==> src/hdl/ibr_pkg.sv <==
package ibr_pkg;

  localparam int MaxWidth   = 256;
  localparam int MaxHeight  = 256;
  localparam int ColW       = $clog2(MaxWidth);
  localparam int RowW       = $clog2(MaxHeight);
  localparam int DimW       = ColW + 1;
  localparam int HdimW      = RowW + 1;
  localparam int AddrW      = ColW + RowW;
  localparam int CountW     = AddrW + 1;
  localparam int SumW       = 16 + AddrW;
  // channel sums over a full frame must fit the divider
  localparam int DivW       = SumW;
  localparam int QueueDepth = 2;

  typedef enum logic [2:0] {
    REG_MODE   = 3'd0,
    REG_SRC_W  = 3'd1,
    REG_SRC_H  = 3'd2,
    REG_TGT_W  = 3'd3,
    REG_TGT_H  = 3'd4,
    REG_FACTOR = 3'd5
  } reg_idx_e;

  typedef enum logic [2:0] {
    ST_IDLE,
    ST_SETUP,
    ST_DIV,
    ST_READ,
    ST_MEAN,
    ST_OUT
  } back_state_e;

  typedef struct packed {
    logic        mode;
    logic [DimW-1:0]  sw;
    logic [HdimW-1:0] sh;
    logic [DimW-1:0]  ow;
    logic [HdimW-1:0] oh;
    logic [11:0] factor;
  } cfg_t;

  // emit job handed from front to back
  typedef struct packed {
    logic [ColW-1:0] x;
    logic [RowW-1:0] y;
    logic            last;
  } job_t;

  typedef struct packed {
    logic [14:0] hue;
    logic [15:0] sat;
    logic [15:0] lum;
    logic [15:0] alpha;
    logic [ColW-1:0] col;
    logic [RowW-1:0] row;
    logic        last;
  } result_t;

endpackage

==> src/hdl/ibr_queue.sv <==
module ibr_queue import ibr_pkg::*; (
  input  logic clk_i,
  input  logic rst_ni,
  input  logic push_i,
  input  job_t data_i,
  output logic full_o,
  output logic valid_o,
  input  logic pop_i,
  output job_t data_o
);

  localparam int PtrW = $clog2(QueueDepth);

  job_t mem_q [QueueDepth];
  logic [PtrW-1:0] wp_q, rp_q;
  logic [PtrW:0]   cnt_q;

  assign full_o  = (cnt_q == (PtrW+1)'(QueueDepth));
  assign valid_o = (cnt_q != '0);
  assign data_o  = mem_q[rp_q];

  always_ff @(posedge clk_i) begin
    if (push_i) mem_q[wp_q] <= data_i;
  end

  always_ff @(posedge clk_i or negedge rst_ni) begin
    if (!rst_ni) begin
      wp_q  <= '0;
      rp_q  <= '0;
      cnt_q <= '0;
    end else begin
      if (push_i) wp_q <= wp_q + 1'b1;
      if (pop_i)  rp_q <= rp_q + 1'b1;
      cnt_q <= cnt_q + (PtrW+1)'(push_i) - (PtrW+1)'(pop_i);
    end
  end

endmodule

==> config.mk <==
export PLATFORM = sky130hd
export DESIGN_NAME = ibr_queue
export DESIGN_NICKNAME = d
export VERILOG_FILES = /design/src/hdl/ibr_pkg.sv /design/src/hdl/ibr_queue.sv
export SDC_FILE = /design/constraint.sdc
export NUM_CORES = 1
export LEC_CHECK = 0
export BUFFER_PORTS_ARGS = -buffer_cell sky130_fd_sc_hd__buf_2
export CAP_MARGIN = 20
export CORE_MARGIN = 8
export CORE_UTILIZATION = 50
export DETAILED_ROUTE_END_ITERATION = 7
export GPL_TIMING_DRIVEN = 0
export PLACE_DENSITY = 0.77
export RECOVER_POWER = 50
export SYNTH_ARGS = -nofsm -noshare
export SYNTH_HDL_FRONTEND = slang
export SYNTH_SLANG_ARGS = --single-unit
==> constraint.sdc <==
create_clock -name clk_i -period 2 [get_ports clk_i]
set_input_delay 0.2 -clock clk_i [delete_from_list [all_inputs] [get_ports clk_i]]
set_output_delay 0.2 -clock clk_i [all_outputs]
set_load 0.01 [all_outputs]
# [Yosys cells after proc, flatten, opt, wreduce, memory -nomap -nowiden]
# Memories as Yosys holds them, arrays and structs flattened.
# Index checks and enable logic that the tools add are counted.
[word_totals] rom_bits=0 inputBits=21 word_cells=12 regBits=4 ram_bits=34 latchBits=0 output_inout_bits=19 mem_count=1
[memory_table] memory="mem_q" depth=2 word_bits=17 rd=1 rd_ports_with_merged_regs=0 wr=1 line_no="ibr_queue.sv:14" source="job_t mem_q [QueueDepth];"
[op_classes] div=0 bitwise=0 addsub=4 magnitude_cmp=0 eq_ne=1 mux=2 shifts=0 n_reduce_logical=1 multipliers=0
[ops] operator="1-bit adder (second input constant)" n=2
[ops] operator="2-bit by 1-bit adder with 2-bit output" n=1
[ops] operator="2-bit == test (second input constant)" n=1
[ops] operator="1-bit 2-to-1 mux" n=2
[ops] operator="2-bit nonzero test" n=1
[ops] operator="2-bit by 1-bit subtractor with 2-bit output" n=1

# [Depth between registers and ports, before layout]
[logic_depth] ltp_word=2 depth_mapped=5 ltp_nobuf=5

# [Worst setup path before layout]
# OpenSTA, ideal clock, no wires.
[synth_timing] path_type="register to register" start="register wp_q" end="memory mem_q[0][0] (netlist name), enable pin" stages_incl_launch_ff=2 setup_ps=393 path_slack_ps=425 required_ps=1607 period_less_slack_ps=1575 t_arrival_ps=1183 cell_sequence="dfrtp_1 > nor2b_1"
[synth_rtl] item="start: declaration" line_no="ibr_queue.sv:15" source="logic [PtrW-1:0] wp_q, rp_q;"
[synth_rtl] item="start signal: assignment" line_no="ibr_queue.sv:32" source="if (push_i) wp_q <= wp_q + 1'b1;"
[synth_rtl] item="end: declaration" line_no="ibr_queue.sv:14"
# Straight into the memory's write port.

# [Worst setup path in the final report]
[layout_timing] start="register wp_q" end="memory mem_q[1][6] (netlist name), enable pin"
# Straight into the memory's write port.

==> run_results.csv <==
group,metric,value,unit
setup_path,path_delay_family,"simple AND/OR/NAND/NOR gates",
timing,fmax,0.5873,GHz
placed_design,io_buffer_count,39,
layout,nets,138,
drt,avgViaCountPerCell,4.932,
layout,area.growth.synth_to_final,19.41,%
timing,fin_skew,0.005107,ns
grt,first_global_vias,830,
timing,finalHoldViolCount,0,
layout,drive_gt1_share,50.00,%
clock_network,hold_buffers,1,
setup_path,end_kind,"register",
timing,worst_pin_slew,1.154,ns
setup_path,cpPeakStageDelay,0.91,ns
layout,final_util,63.38,%
setup_path,r2r_start,"wp_q",
synthesis,syn_nets,91,
synthesis,ys_seq_elements,38,
floorplanning,die-area,0.004948,mm²
hold_path,hold_depth,1,
setup_path,cp-start-kind,"register",
setup_path,ff2ff_path_depth,1,
timing,min_period_over_period,85.13,%
layout,multi_input_area,319.1,µm²
placed_design,dp.final_hpwl,1716,µm
clock_network,cts_tree,"yes",
grt,grt_max_degree,18,
floorplanning,fp-row-count,19,
layout,final-seq-area,0.001121,mm²
drt,wl_per_cell,16.10,µm
drt,firstDrtPassIters,3,
synthesis,synth_area,0.001476,mm²
drt,drc,0,
setup_path,r2r-end,"mem_q[1][6]",
timing,slew_headroom,23.01,%
grt,grtUsageTotal,10.28,%
timing,grt_setup_unrepaired,"no",
setup_path,critPathMaxFanout,17,
floorplanning,dieWidth,70.34,µm
floorplanning,start_util,53.08,%
setup_path,cp_cell_sequence,"and2_0",
drt,drt-total-wl,2366,µm
power,pwr_density_cell,1320,mW/mm²
drt,dr_total_vias,725,
synthesis,synth_largest_area_cell,"edfxtp_1",
power,ir_worst_vdd,0.8654,mV
placed_design,routabilityCongestion,0.6170,
synthesis,synth_cell_types,13,
grt,antenna_found_initial,0,
floorplanning,io_pins,40,
synthesis,yosys_warnings,0,
floorplanning,die_h,70.34,µm
layout,final_common_cell,"edfxtp_1",
setup_path,crit_slowest_cell,"and2_0",
setup_path,cp.depth,1,
setup_path,path_buf_inv,0,
timing,finalSetupViolations,0,
hold_path,worstHoldPathType,"in -> reg",
clock_network,cts_max_path_buffers,2,
clock_network,cts-resized-gates,0,
setup_path,arrival,1.66,ns
synthesis,syn_avg_cell_area,21.71,µm²
clock_network,numCtsBuffers,5,
grt,grt-ovfl-total,0,
clock_network,cts_max_level,2,
synthesis,synth_area_leaders,"edfxtp_1, mux2_4, dfrtp_1, mux2_2, ha_1",
layout,final_cell_mix,"edfxtp_1, buf_2, mux2_4, clkbuf_1, mux2_2",
clock_network,clock-root-buffer,"clkbuf_4",
layout,fillers,218,
run,drv_cap,0,
drt,drt_iter0_markers,44,
clock_network,clkSinkCount,38,
clock_network,cts_setup_buffers,0,
synthesis,netlist_instances,68,
outcome,outcome,"finished, final reports clean",
clock_network,clk_latency,0.33,ns
synthesis,synth_top_area_share,69.15,%
drt,ant_nets,0,
setup_path,crit_type,"reg -> reg",
grt,grt_pass1_wl,3905,µm
setup_path,required,1.96,ns
timing,drv_slew,0,
clock_network,clkTransAtPathRegs,0.11,ns
hold_path,worstHoldEndpoint,"mem_q[0][11]",
hold_path,min-delay-start,"data_i[11]",
timing,tns,0,ns
synthesis,yosysSeqAreaShare,75.93,%
setup_path,r2r_slack,0.30,ns
power,leakage,0.7114,nW
floorplanning,coreArea,0.002781,mm²
layout,diodes,0,
timing,finalCriticalPeriod,1.703,ns
-- where the power goes --
| group | switching, mW | internal (mW) | total (mW) | leakage (nW) |
|---|---|---|---|---|
| logic | 0.385 | 0.447 | 0.832 | 0.316 |
| registers | 0.0616 | 1.07 | 1.13 | 0.366 |
| clock network | 0.232 | 0.132 | 0.364 | 0.0297 |
| total | 0.679 | 1.65 | 2.33 | 0.711 |
-- flip-flops by register name, indices dropped and copies added (netlist names) --
name,cells
cnt_q,2
rp_q,1
mem_q,34
wp_q,1
-- logic make-up after synthesis --
| kind of cell | synth area share, % |
|---|---|
| XOR/XNOR | 2.797 |
| buffers and inverters | 2.627 |
| multiplexers | 15.25 |
| AND/OR/NAND/NOR | 1.695 |
| adder cells (fa/ha/maj) | 1.695 |
| flip-flops | 75.93 |
-- metal layers --
| layer | GRT usage, % | wire (µm) |
|---|---|---|
| met1 | 9.956 | 857 |
| met2 | 17.40 | 1284 |
| met3 | 6.073 | 186 |
| met4 | 4.018 | 37 |
| met5 | 0 | 0 |
-- cell type report --
cell class	count	share of cell area, %
Buffer	2	1.774
Clock buffer	6	2.342
Clock inverter	2	0.4968
Inverter	2	0.4258
Multi-Input combinational cell	26	18.10
Sequential cell	38	63.59
Tap cell	31	2.200
Timing Repair Buffer	40	11.07
-- synthesized netlist by cell type, drive strengths merged --
library cell	instances
nor2b	2
or2	1
xor2	2
xor3	1
dfrtp	4
inv	2
buf	2
edfxtp	34
and2	1
mux2	17
ha	2
-- stage by stage --
stage / hold WS (ns) / power, mW / setup slack [ns] / area (µm²) / cells
floorplan: -0.09559 / 1.730 / 0.4246 / 1476 / 68
global placement: 0.007306 / 1.977 / 0.05833 / 1710 / 138
detailed placement: 0.01396 / 2.014 / 0.4926 / 1713 / 138
CTS: 0.02991 / 2.378 / 0.3214 / 1773 / 147
global route: 0.01706 / 2.465 / 0.1486 / 1763 / 147
finish: 0.04584 / 2.326 / 0.2973 / 1763 / 147
-- worst max path at each step --
stage                     startpoint            to  slack [ns]
final                           wp_q   mem_q[1][6]        0.30
after global routing            wp_q  mem_q[1][15]        0.15
after CTS                       rp_q     data_o[5]        0.32
after detailed placement        wp_q  mem_q[0][14]        0.49
after global placement          wp_q  mem_q[0][11]        0.06
after floorplan                 wp_q   mem_q[0][0]        0.42
Note: power is estimated with default switching activity, not from simulation.
