## src/hdl/ibr_pkg.sv

```systemverilog
package ibr_pkg;

  localparam int MaxWidth   = 256;
  localparam int MaxHeight  = 256;
  localparam int ColW       = $clog2(MaxWidth);
  localparam int RowW       = $clog2(MaxHeight);
  localparam int DimW       = ColW + 1;
  localparam int HdimW      = RowW + 1;
  localparam int AddrW      = ColW + RowW;
  localparam int CountW     = AddrW + 1;
  localparam int SumW       = 16 + AddrW;
  // channel sums over a full frame must fit the divider
  localparam int DivW       = SumW;
  localparam int QueueDepth = 2;

  typedef enum logic [2:0] {
    REG_MODE   = 3'd0,
    REG_SRC_W  = 3'd1,
    REG_SRC_H  = 3'd2,
    REG_TGT_W  = 3'd3,
    REG_TGT_H  = 3'd4,
    REG_FACTOR = 3'd5
  } reg_idx_e;

  typedef enum logic [2:0] {
    ST_IDLE,
    ST_SETUP,
    ST_DIV,
    ST_READ,
    ST_MEAN,
    ST_OUT
  } back_state_e;

  typedef struct packed {
    logic        mode;
    logic [DimW-1:0]  sw;
    logic [HdimW-1:0] sh;
    logic [DimW-1:0]  ow;
    logic [HdimW-1:0] oh;
    logic [11:0] factor;
  } cfg_t;

  // emit job handed from front to back
  typedef struct packed {
    logic [ColW-1:0] x;
    logic [RowW-1:0] y;
    logic            last;
  } job_t;

  typedef struct packed {
    logic [14:0] hue;
    logic [15:0] sat;
    logic [15:0] lum;
    logic [15:0] alpha;
    logic [ColW-1:0] col;
    logic [RowW-1:0] row;
    logic        last;
  } result_t;

endpackage

```

## src/hdl/ibr_front.sv

```systemverilog
module ibr_front import ibr_pkg::*; (
  input  logic        clk_i,
  input  logic        rst_ni,
  input  cfg_t        cfg_i,
  input  logic        in_valid,
  output logic        in_ready,
  input  logic        kind_i,
  input  logic        back_busy_i,
  output logic        wr_en_o,
  output logic [AddrW-1:0] wr_addr_o,
  output logic        job_valid_o,
  input  logic        job_ready_i,
  output job_t        job_o
);

  logic [CountW-1:0] load_q, load_d;
  logic [DimW-1:0]  col_q, col_d;
  logic [HdimW-1:0] row_q, row_d;
  logic [CountW-1:0] area;
  logic [CountW-1:0] idx;
  logic [DimW-1:0]  cx;
  logic [HdimW-1:0] ry, ry0;
  logic empty;
  logic fire;

  assign area  = CountW'(cfg_i.sw) * CountW'(cfg_i.sh);
  assign empty = (cfg_i.ow == '0) || (cfg_i.oh == '0);
  // loads must not overtake reads of an emit still in flight
  assign in_ready = kind_i ? job_ready_i : !back_busy_i;
  assign fire = in_valid && in_ready;

  assign idx       = (load_q >= area) ? '0 : load_q;
  assign wr_en_o   = fire && !kind_i;
  assign wr_addr_o = idx[AddrW-1:0];

  always_comb begin
    cx  = col_q;
    ry0 = row_q;
    if (col_q >= cfg_i.ow) begin
      cx  = '0;
      ry0 = row_q + 1'b1;
    end
    ry = (ry0 >= cfg_i.oh) ? '0 : ry0;
  end

  assign job_valid_o = fire && kind_i && !empty;
  assign job_o.x     = cx[ColW-1:0];
  assign job_o.y     = ry[RowW-1:0];
  assign job_o.last  = (cx == cfg_i.ow - 1'b1) && (HdimW'(ry) == cfg_i.oh - 1'b1);

  always_comb begin
    load_d = load_q;
    col_d  = col_q;
    row_d  = row_q;
    if (wr_en_o) load_d = idx + 1'b1;
    if (job_valid_o) begin
      if (cx + 1'b1 < cfg_i.ow) begin
        col_d = cx + 1'b1;
        row_d = ry;
      end else begin
        col_d = '0;
        row_d = (ry + 1'b1 < cfg_i.oh) ? ry + 1'b1 : '0;
      end
    end
  end

  always_ff @(posedge clk_i or negedge rst_ni) begin
    if (!rst_ni) begin
      load_q <= '0;
      col_q  <= '0;
      row_q  <= '0;
    end else begin
      load_q <= load_d;
      col_q  <= col_d;
      row_q  <= row_d;
    end
  end

endmodule

```

## config.mk

```make
export PLATFORM = sky130hd
export DESIGN_NAME = ibr_front
export DESIGN_NICKNAME = d
export VERILOG_FILES = /design/src/hdl/ibr_pkg.sv /design/src/hdl/ibr_front.sv
export SDC_FILE = /design/constraint.sdc
export NUM_CORES = 1
export LEC_CHECK = 0
export ABC_AREA = 1
export BUFFER_PORTS_ARGS = -buffer_cell sky130_fd_sc_hd__buf_2
export CAP_MARGIN = 20
export CORE_ASPECT_RATIO = 0.75
export CORE_MARGIN = 4
export CORE_UTILIZATION = 45
export DETAILED_ROUTE_END_ITERATION = 8
export GPL_TIMING_DRIVEN = 0
export PLACE_DENSITY = 0.62
export SETUP_SLACK_MARGIN = 0.15
export SLEW_MARGIN = 25
export SYNTH_ARGS = -nofsm -noshare
export SYNTH_HDL_FRONTEND = slang
export SYNTH_SLANG_ARGS = --single-unit
```

## constraint.sdc

```tcl
create_clock -name clk_i -period 12.68 [get_ports clk_i]
set_clock_uncertainty 0.1 [all_clocks]
set_input_delay 0.634 -clock clk_i [delete_from_list [all_inputs] [get_ports clk_i]]
set_output_delay 0.634 -clock clk_i [all_outputs]
set_load 0.05 [all_outputs]
```

== Yosys cells after proc, flatten, opt, wreduce, memory -nomap -nowiden ==
Index checks and enable logic that the tools add are counted.

* Bits in registers: 35
* Latch bits: 0
* RAM bits: 0
* Bits in read-only memories: 0
* Input port bits: 55
* Output and inout bits: 36
* Memories: 0

* Add/subtract/negate cells: 6
* $mul: 1
* Div/mod/pow operators: 0
* Magnitude comparators: 5
* Eq/ne operators: 2
* Shifts and indexed selects: 0
* Multiplexer cells: 8
* Bitwise logic cells: 0
* Reductions and logical operators: 11

{| class="wikitable"
|+ Operators by type and width
! operator !! count
|-
| $mux 9 || 6
|-
| $add 9x1->9 const B || 3
|-
| $eq 9x9->1 || 2
|-
| $ge 9x9->1 || 2
|-
| $logic_not 9->1 || 2
|-
| $lt 9x9->1 || 2
|-
| $sub 9x1->9 const B || 2
|-
| $add 17x1->17 const B || 1
|-
| $ge 17x17->1 || 1
|-
| $mul 9x9->17 || 1
|-
| $mux 17 || 1
|-
| $logic_and 1x1->1 || 5
|-
| $logic_not 1->1 || 3
|-
| $logic_or 1x1->1 || 1
|-
| $mux 1 || 1
|}

== Logic depth before layout (Yosys ltp) ==
Gate-level depths: netlist (run 1).

* Depth in word-level cells: 8
* Mapped depth: 38
* Depth with buffers taken out: 37

== Worst setup path after synthesis (run 1) ==
Ideal clock, no wire load.

* Path type: input-to-reg
* From: in cfg_i[32] (netlist name)
* To: reg load_q[10]
* Library setup time: 123 ps
* Arrival time: 7174 ps
* Required time: 12457 ps
* Slack: 5283 ps
* Stages: 33
* Buffers on the path: 3
* Cell sequence: clkbuf_1 -> nand2_1 -> fa_1 -> inv_1 -> fa_1 -> inv_1 -> fa_1 -> fa_1 -> inv_1 -> ha_1 -> inv_1 -> o31ai_1 -> nand2_1 -> nand2_1 -> nand2_1 -> a31oi_1 -> xor2_1 -> ha_1 -> nand2_1 -> nand2_1 -> nand2_1 -> nand2_1 -> a21oi_2 -> nand4_4 -> buf_6 -> buf_2 -> nor2_1 -> ha_1 -> nand3_1 -> nor3_2 -> nand2_1 -> o21ai_0 -> nand2_1

* Longest elaborated chain between the ends: 4

{| class="wikitable"
|+ Ends and longest elaborated chain
! item !! RTL line !! text
|-
| start, declared || ibr_front.sv:4 || <nowiki>input cfg_t cfg_i,</nowiki>
|-
| $mul 9x9->17 || ibr_front.sv:26 || <nowiki>assign area = CountW'(cfg_i.sw) * CountW'(cfg_i.sh);</nowiki>
|-
| $ge 17x17->1 || ibr_front.sv:32 || <nowiki>assign idx = (load_q >= area) ? '0 : load_q;</nowiki>
|-
| $mux 17 || ibr_front.sv:32 ||
|-
| via wr_addr_o[0] || ibr_front.sv:10 || <nowiki>output logic [AddrW-1:0] wr_addr_o,</nowiki>
|-
| $add 17x1->17 || ibr_front.sv:55 || <nowiki>if (wr_en_o) load_d = idx + 1'b1;</nowiki>
|-
| end signal, assigned || ibr_front.sv:73 || <nowiki>load_q <= load_d;</nowiki>
|-
| end, declared || ibr_front.sv:16 || <nowiki>logic [CountW-1:0] load_q, load_d;</nowiki>
|}

The timed path passes the listed nets, and every way through them passes these cells.
A chain may end at the register's enable or synchronous reset.

== Worst setup path after layout (run 1) ==
* From: in cfg_i[44] (netlist name)
* To: out wr_addr_o[0]

* Longest elaborated chain between the ends: 3

{| class="wikitable"
|+ Ends and longest elaborated chain
! item !! RTL line
|-
| $mul 9x9->17 || ibr_front.sv:26
|-
| $ge 17x17->1 || ibr_front.sv:32
|-
| $mux 17 || ibr_front.sv:32
|-
| end, declared || ibr_front.sv:10
|}

No other way between the ends.

==> flow_summary.json, run 1 <==
{
  "outcome": "finished clean",
  "drtPass1Iterations": 5,
  "routed_wirelength_mm": 18.4,
  "grt_pass1_wl_mm": 31.3,
  "tightestPinTransition_ps": 904,
  "hold_path.class": "in2async",
  "final_nets": 1350,
  "r2r_setup_slack_ps": 7120,
  "die_y_um": 118,
  "drv_slew": 0,
  "num_vias": 6751,
  "grt_usage_pct": 20.6,
  "cts-hold-fix-buffers": 0,
  "yosys-top-cells-count": "nand2_1, inv_1, ha_1",
  "drive_above_1_share_pct": 11.7,
  "finalCriticalPeriod_ps": 7660,
  "syn_area_um2": 7300,
  "dieArea_um2": 18400,
  "drt-wirelength-per-cell_um": 13.5,
  "fp.dieW_um": 155,
  "leakagePower_nw": 4.70,
  "async_reset_ff_share_pct": 100,
  "ff2ff_path_depth": 34,
  "worstPathRequired_ps": 11950,
  "cts_sinks": 35,
  "slew_headroom_pct": 39.8,
  "dpl.hpwl_mm": 15.8,
  "start_util_pct": 45.8,
  "critPathKind": "in2out",
  "synth_top_cell_by_area": "ha_1",
  "drtIter0Drc": 455,
  "ys_warn_count": 0,
  "h-tree-depth": 2,
  "fillCellCount": 1666,
  "port_buffers": 59,
  "cts_setup_buffers": 0,
  "timing.fmax_mhz": 131,
  "synth.distinct_cells": 45,
  "antennaDiodeCount": 0,
  "avgViaCountPerCell": 4.96,
  "yosys-top-cells-area": "ha_1, nand2_1, fa_1",
  "antenna_found_initial": 0,
  "fin_area_um2": 8030,
  "multi_input_area_um2": 5320,
  "power_density_nw_per_um2": 211,
  "core-area_um2": 16000,
  "grt_max_degree": 36,
  "cts_tree": "built",
  "rows": 40,
  "drcViolationCount": 0,
  "clk_pin_slew_ps": 60,
  "r2r_start": "col_q[5]",
  "cts_buffer_depth": 2,
  "r2r_end": "row_q[1]",
  "grt_pass1_vias": 6272,
  "synth-edff-count": 0,
  "ant_nets": 0,
  "ir_worst_vdd_mv": 0.105,
  "fin_tns_setup_ps": 0,
  "rsz0062_at_grt": "no",
  "p_total_mw": 1.69,
  "yosysMostFrequentCell": "nand2_1",
  "register_area_um2": 876,
  "fin_crit_sh_pct": 60.4,
  "syn_inst": 1085,
  "yosysTopAreaCellShare_pct": 16.3,
  "clk_latency_ps": 280,
  "end_kind": "primary output",
  "routabilityCongestion": 0.917,
  "startpoint_type": "input port",
  "cts_inserted_buffers": 5,
  "syn_nets": 1284,
  "crit_path_max_fanout": 10,
  "placed_area_um2": 7860,
  "synth_ff_type": "dfrtp_1",
  "ys_ff_latch": 35,
  "cp.arrival_ps": 6920,
  "syn_avg_cell_area_um2": 6.73,
  "syn_to_final_growth_pct": 9.95,
  "ys_seq_area_share_pct": 12.0,
  "grt_overflow": 0,
  "cts-root-buf": "clkbuf_16",
  "final-setup-viol-count": 0,
  "drv_cap": 0,
  "ios": 91,
  "finalHoldViolCount": 0,
  "ctsResizeCount": 0
}
==> final cells by class <==
type                            instances  area share [%]
Multi-Input combinational cell        762            66.2
Inverter                              263            12.3
Clock buffer                            5            1.56
Sequential cell                        35            10.9
Buffer                                 25            1.54
Timing Repair Buffer                   59            3.68
Tap cell                              210            3.27
Clock inverter                          3           0.545
==> placed cells by master, fill, tap and decap left out, types with 5 or more instances in the layout <==
cell type and instances:
o22ai_1 5, dfrtp_1 35, nor2_2 16, ha_1 95, a21oi_1 32, xnor2_1 6
buf_2 62, xor2_1 40, nand3_1 33, clkbuf_1 19, nand4_1 16, nor3_1 16
nand2_2 8, o21ai_0 28, inv_2 10, nand3b_1 6, a22oi_1 5, nor2_1 76
fa_1 49, clkbuf_16 5, nand2_1 273, o21ai_1 8, nor2_4 7, inv_1 253
==> layer usage <==
metal  vias up  global-route usage (%)  wire length, µm
met3        13                    2.45             1410
met1      3088                    35.0             9960
li1       3461                       -                -
met4         0                    2.87              171
met5         -                       0                0
met2       189                    27.6             6900
==> metrics by stage <==
step	instances	utilization (%)	setup slack, ps	hold slack, ps
finish	1362	50.3	5020	378
global route	1362	50.3	4490	452
CTS	1362	50.3	5070	398
detailed placement	1354	49.2	4860	382
global placement	1354	49.2	4850	375
floorplan	1085	-	5280	238
==> registers in the layout, indices dropped and copies added, names as in the netlist <==
register  count
load_q       17
row_q         9
col_q         9
==> power by group <==
group / total, mW / switching [mW] / leakage (nW) / internal, mW
clock: 0.145 / 0.0525 / 0.0838 / 0.0928
sequential: 0.187 / 0.0372 / 0.454 / 0.150
combinational: 1.36 / 0.925 / 4.16 / 0.436
total: 1.69 / 1.02 / 4.70 / 0.679
==> cells by family (layout without fill, tap and decap cells) <==
group                      after synthesis  after routing  share of synthesized area, %
AOI/OAI and AO/OA                       97             97                          7.71
xor gates and xnor gates                46             46                          5.52
adders and majority gates              144            144                          29.7
buffers and inverters                  288            355                          15.2
DFF                                     35             35                          12.0
and+or+nand+nor                        475            475                          29.9
==> worst max path at each step <==
stage              start           end  slack [ps]  cells after the start
2_1_floorplan  cfg_i[32]    load_q[10]        5280                     33
3_3_place_gp   cfg_i[32]    load_q[14]        4850                     34
3_5_place_dp   cfg_i[44]    load_q[14]        4860                     34
4_1_cts        cfg_i[44]  wr_addr_o[0]        5070                     28
5_1_grt        cfg_i[32]    load_q[14]        4490                     34
6_report       cfg_i[44]  wr_addr_o[0]        5020                     28
==> worst max-delay path: stages <==
cell and delay [ps]:
clkbuf_1 380, nand2_1 150, fa_1 550, inv_1 50, fa_1 490, inv_1 50, fa_1 460, fa_1 540
inv_1 40, ha_1 300, inv_1 70, o31ai_1 640, nand2_1 140, nand2_1 100, nand2_1 80, a31oi_1 160
xor2_1 180, ha_1 280, nand2_1 70, nand2_1 80, nand2_1 70, nand2_1 50, a21oi_2 170, nand4_4 240
buf_6 230, buf_2 200, nor2_1 200, buf_2 310
(Power assumes the default switching activity.)
==> run 2, diff against run 1 <==
Settings changed: ABC_AREA 1 to 0, PLACE_DENSITY 0.62 to 0.65.
Clock period 12.68 ns to 6.7 ns, I/O delays scaled along.
==> flow_summary.json, run 2 <==
{
  "cts_inserted_buffers": 5,
  "instances_no_fill": 1161,
  "ys_seq_area_share_pct": 12.7,
  "cp.arrival_ps": 7040,
  "finalHoldViolCount": 0,
  "violations": "setup timing",
  "yosysMostFrequentCell": "inv_1",
  "drv_cap": 0,
  "dpl.hpwl_mm": 14.4,
  "startpoint_type": "input port",
  "die_y_um": 115,
  "drv_slew": 0,
  "layout_commonest_cell": "inv_1",
  "ys_warn_count": 0,
  "crit_path_max_fanout": 9,
  "grt_usage_pct": 20.9,
  "grt_max_degree": 36,
  "most-common-layout-cells": "inv_1, ha_1, nand2_1, and2_1, fa_1",
  "outcome": "finished with violations",
  "drive_above_1_share_pct": 21.7,
  "r2r_setup_slack_ps": 480,
  "antennaDiodeCount": 0,
  "synth_ff_type": "dfrtp_1",
  "reg_top3": "load_q: 17 flops, col_q: 9 flops, row_q: 9 flops",
  "core-area_um2": 14700,
  "routedLengthMet1_mm": 9.60,
  "antenna_found_initial": 0,
  "start_util_pct": 46.8,
  "hold_path.class": "in2async",
  "synth_top_cell_by_area": "ha_1",
  "dp_cells": 1124,
  "syn_area_um2": 6900,
  "final-setup-viol-count": 13,
  "syn_to_final_growth_pct": 24.1,
  "ios": 91,
  "power_density_nw_per_um2": 269,
  "port_buffers": 70,
  "tightestPinTransition_ps": 938,
  "ff2ff_path_depth": 27,
  "finalCriticalPeriod_ps": 6980,
  "syn_nets": 1053,
  "yosysTopAreaCellShare_pct": 17.2,
  "wl_met3_mm": 1.15,
  "multi_input_area_um2": 5840,
  "grt_overflow": 0,
  "register_area_um2": 876,
  "end_kind": "flip-flop",
  "fin_area_um2": 8560,
  "clk_latency_ps": 280,
  "ant_nets": 0,
  "yosys-top-cells-area": "ha_1, fa_1, dfrtp_1",
  "ir_worst_vdd_mv": 0.139,
  "final_util_pct": 58.1,
  "cts_sinks": 35,
  "routed_wirelength_mm": 18.2,
  "largest_reg_flops": 17,
  "clk_pin_slew_ps": 50,
  "max_stage_delay_ps": 560,
  "top_register": "load_q",
  "drt-wirelength-per-cell_um": 15.7,
  "grt_pass1_vias": 5858,
  "avgViaCountPerCell": 5.45,
  "critPathKind": "in2reg",
  "cts-root-buf": "clkbuf_16",
  "num_vias": 6327,
  "dr_wl_met2_mm": 7.46,
  "setup_ws_ps": -281,
  "synth-edff-count": 0,
  "slew_headroom_pct": 37.0,
  "fillCellCount": 1383,
  "final_nets": 1159,
  "drtIter0Drc": 489,
  "cts_tree": "built",
  "drcViolationCount": 0,
  "cts_buffer_depth": 2,
  "slowest_stage": "fa_1",
  "cts-hold-fix-buffers": 0,
  "syn_inst": 854,
  "leakagePower_nw": 4.22,
  "drtPass1Iterations": 6,
  "fp.dieW_um": 151,
  "highest_layer": "met4",
  "grt_pass1_wl_mm": 29.7,
  "ys_ff_latch": 35,
  "rsz0062_at_grt": "yes",
  "worstPathRequired_ps": 6760,
  "async_reset_ff_share_pct": 100,
  "cp_common_cell": "fa_1",
  "rows": 38,
  "dieArea_um2": 17400,
  "synth.distinct_cells": 77,
  "routabilityCongestion": 0.859,
  "r2r_end": "row_q[7]",
  "placed_area_um2": 7680,
  "r2r_start": "col_q[7]",
  "hold_ws_ps": 58.9,
  "yosys-top-cells-count": "inv_1, ha_1, nand2_1",
  "fin_crit_sh_pct": 104,
  "timing.fmax_mhz": 143,
  "h-tree-depth": 2,
  "syn_avg_cell_area_um2": 8.08
}
-- run 2: changes by cell type after synthesis, moves of 9 or more --
cell      before  now
nand2_1      273   92
xnor2_1        6   33
nor2_1        76   47
nor2_2        16    0
xor2_1        40   16
inv_1        253  108
inv_2         10    0
nand2b_1       0   10
and2_1         4   77
a21o_1         1   10
-- run 2: worst max-delay path, delay by kind of cell --
| kind | cells | cell delay, ps |
|---|---|---|
| compound gates | 10 | 1910 |
| simple gates | 11 | 1270 |
| xor+xnor | 1 | 150 |
| fa+ha+maj | 7 | 2800 |
| buf+inv | 6 | 550 |
-- run 2: area by class of cell --
cell class,count,area share (%)
sequential,35,10.2
clock inverter,3,0.511
inverter,109,4.78
tap,200,2.92
multi-input combinational,686,68.2
clock buffer,5,1.46
buffer,23,2.73
timing repair buffer,100,9.20
-- run 2: through the flow --
step / TNS [ps] / setup WS, ps / power, mW
floorplan: -788 / -345 / 1.49
global placement: -7720 / -971 / 1.78
detailed placement: -8920 / -1030 / 1.80
CTS: -1440 / -338 / 2.20
global route: -5930 / -616 / 2.55
finish: -1140 / -281 / 2.30
-- run 2: per-layer routing --
metal / up-vias / GRT usage (%)
li1: 3127 / -
met4: 0 / 1.09
met5: - / 0
met2: 166 / 28.8
met1: 3028 / 34.8
met3: 6 / 3.94
-- run 2: how the worst max path moves through the flow --
stage	startpoint	end	slack, ps
after floorplan	cfg_i[44]	load_q[16]	-350
after global placement	cfg_i[43]	load_q[16]	-970
after detailed placement	cfg_i[38]	load_q[16]	-1030
after CTS	cfg_i[44]	load_q[16]	-340
after global routing	cfg_i[44]	load_q[16]	-620
final	cfg_i[32]	load_q[16]	-280
-- run 2: cell families after synthesis --
| group | Yosys count | synth area share (%) |
|---|---|---|
| adders and majority gates | 144 | 31.4 |
| buffers and inverters | 133 | 7.62 |
| xor gates and xnor gates | 50 | 6.55 |
| and+or+nand+nor | 328 | 24.8 |
| muxes | 7 | 1.02 |
| AOI/OAI and AO/OA | 157 | 15.9 |
| DFF | 35 | 12.7 |
-- run 2: repair_timing --
action,4_1_cts,5_1_grt
resized for setup,76,72
pin swaps,27,28
buffers inserted,13,16
cloned,1,0
endpoints found under the hold margin,0,0
setup endpoints to repair,31,39
-- run 2: power by group --
part / total (mW) / switching, mW / internal, mW
sequential: 0.307 / 0.0576 / 0.250
combinational: 1.73 / 0.973 / 0.754
clock: 0.268 / 0.0921 / 0.175
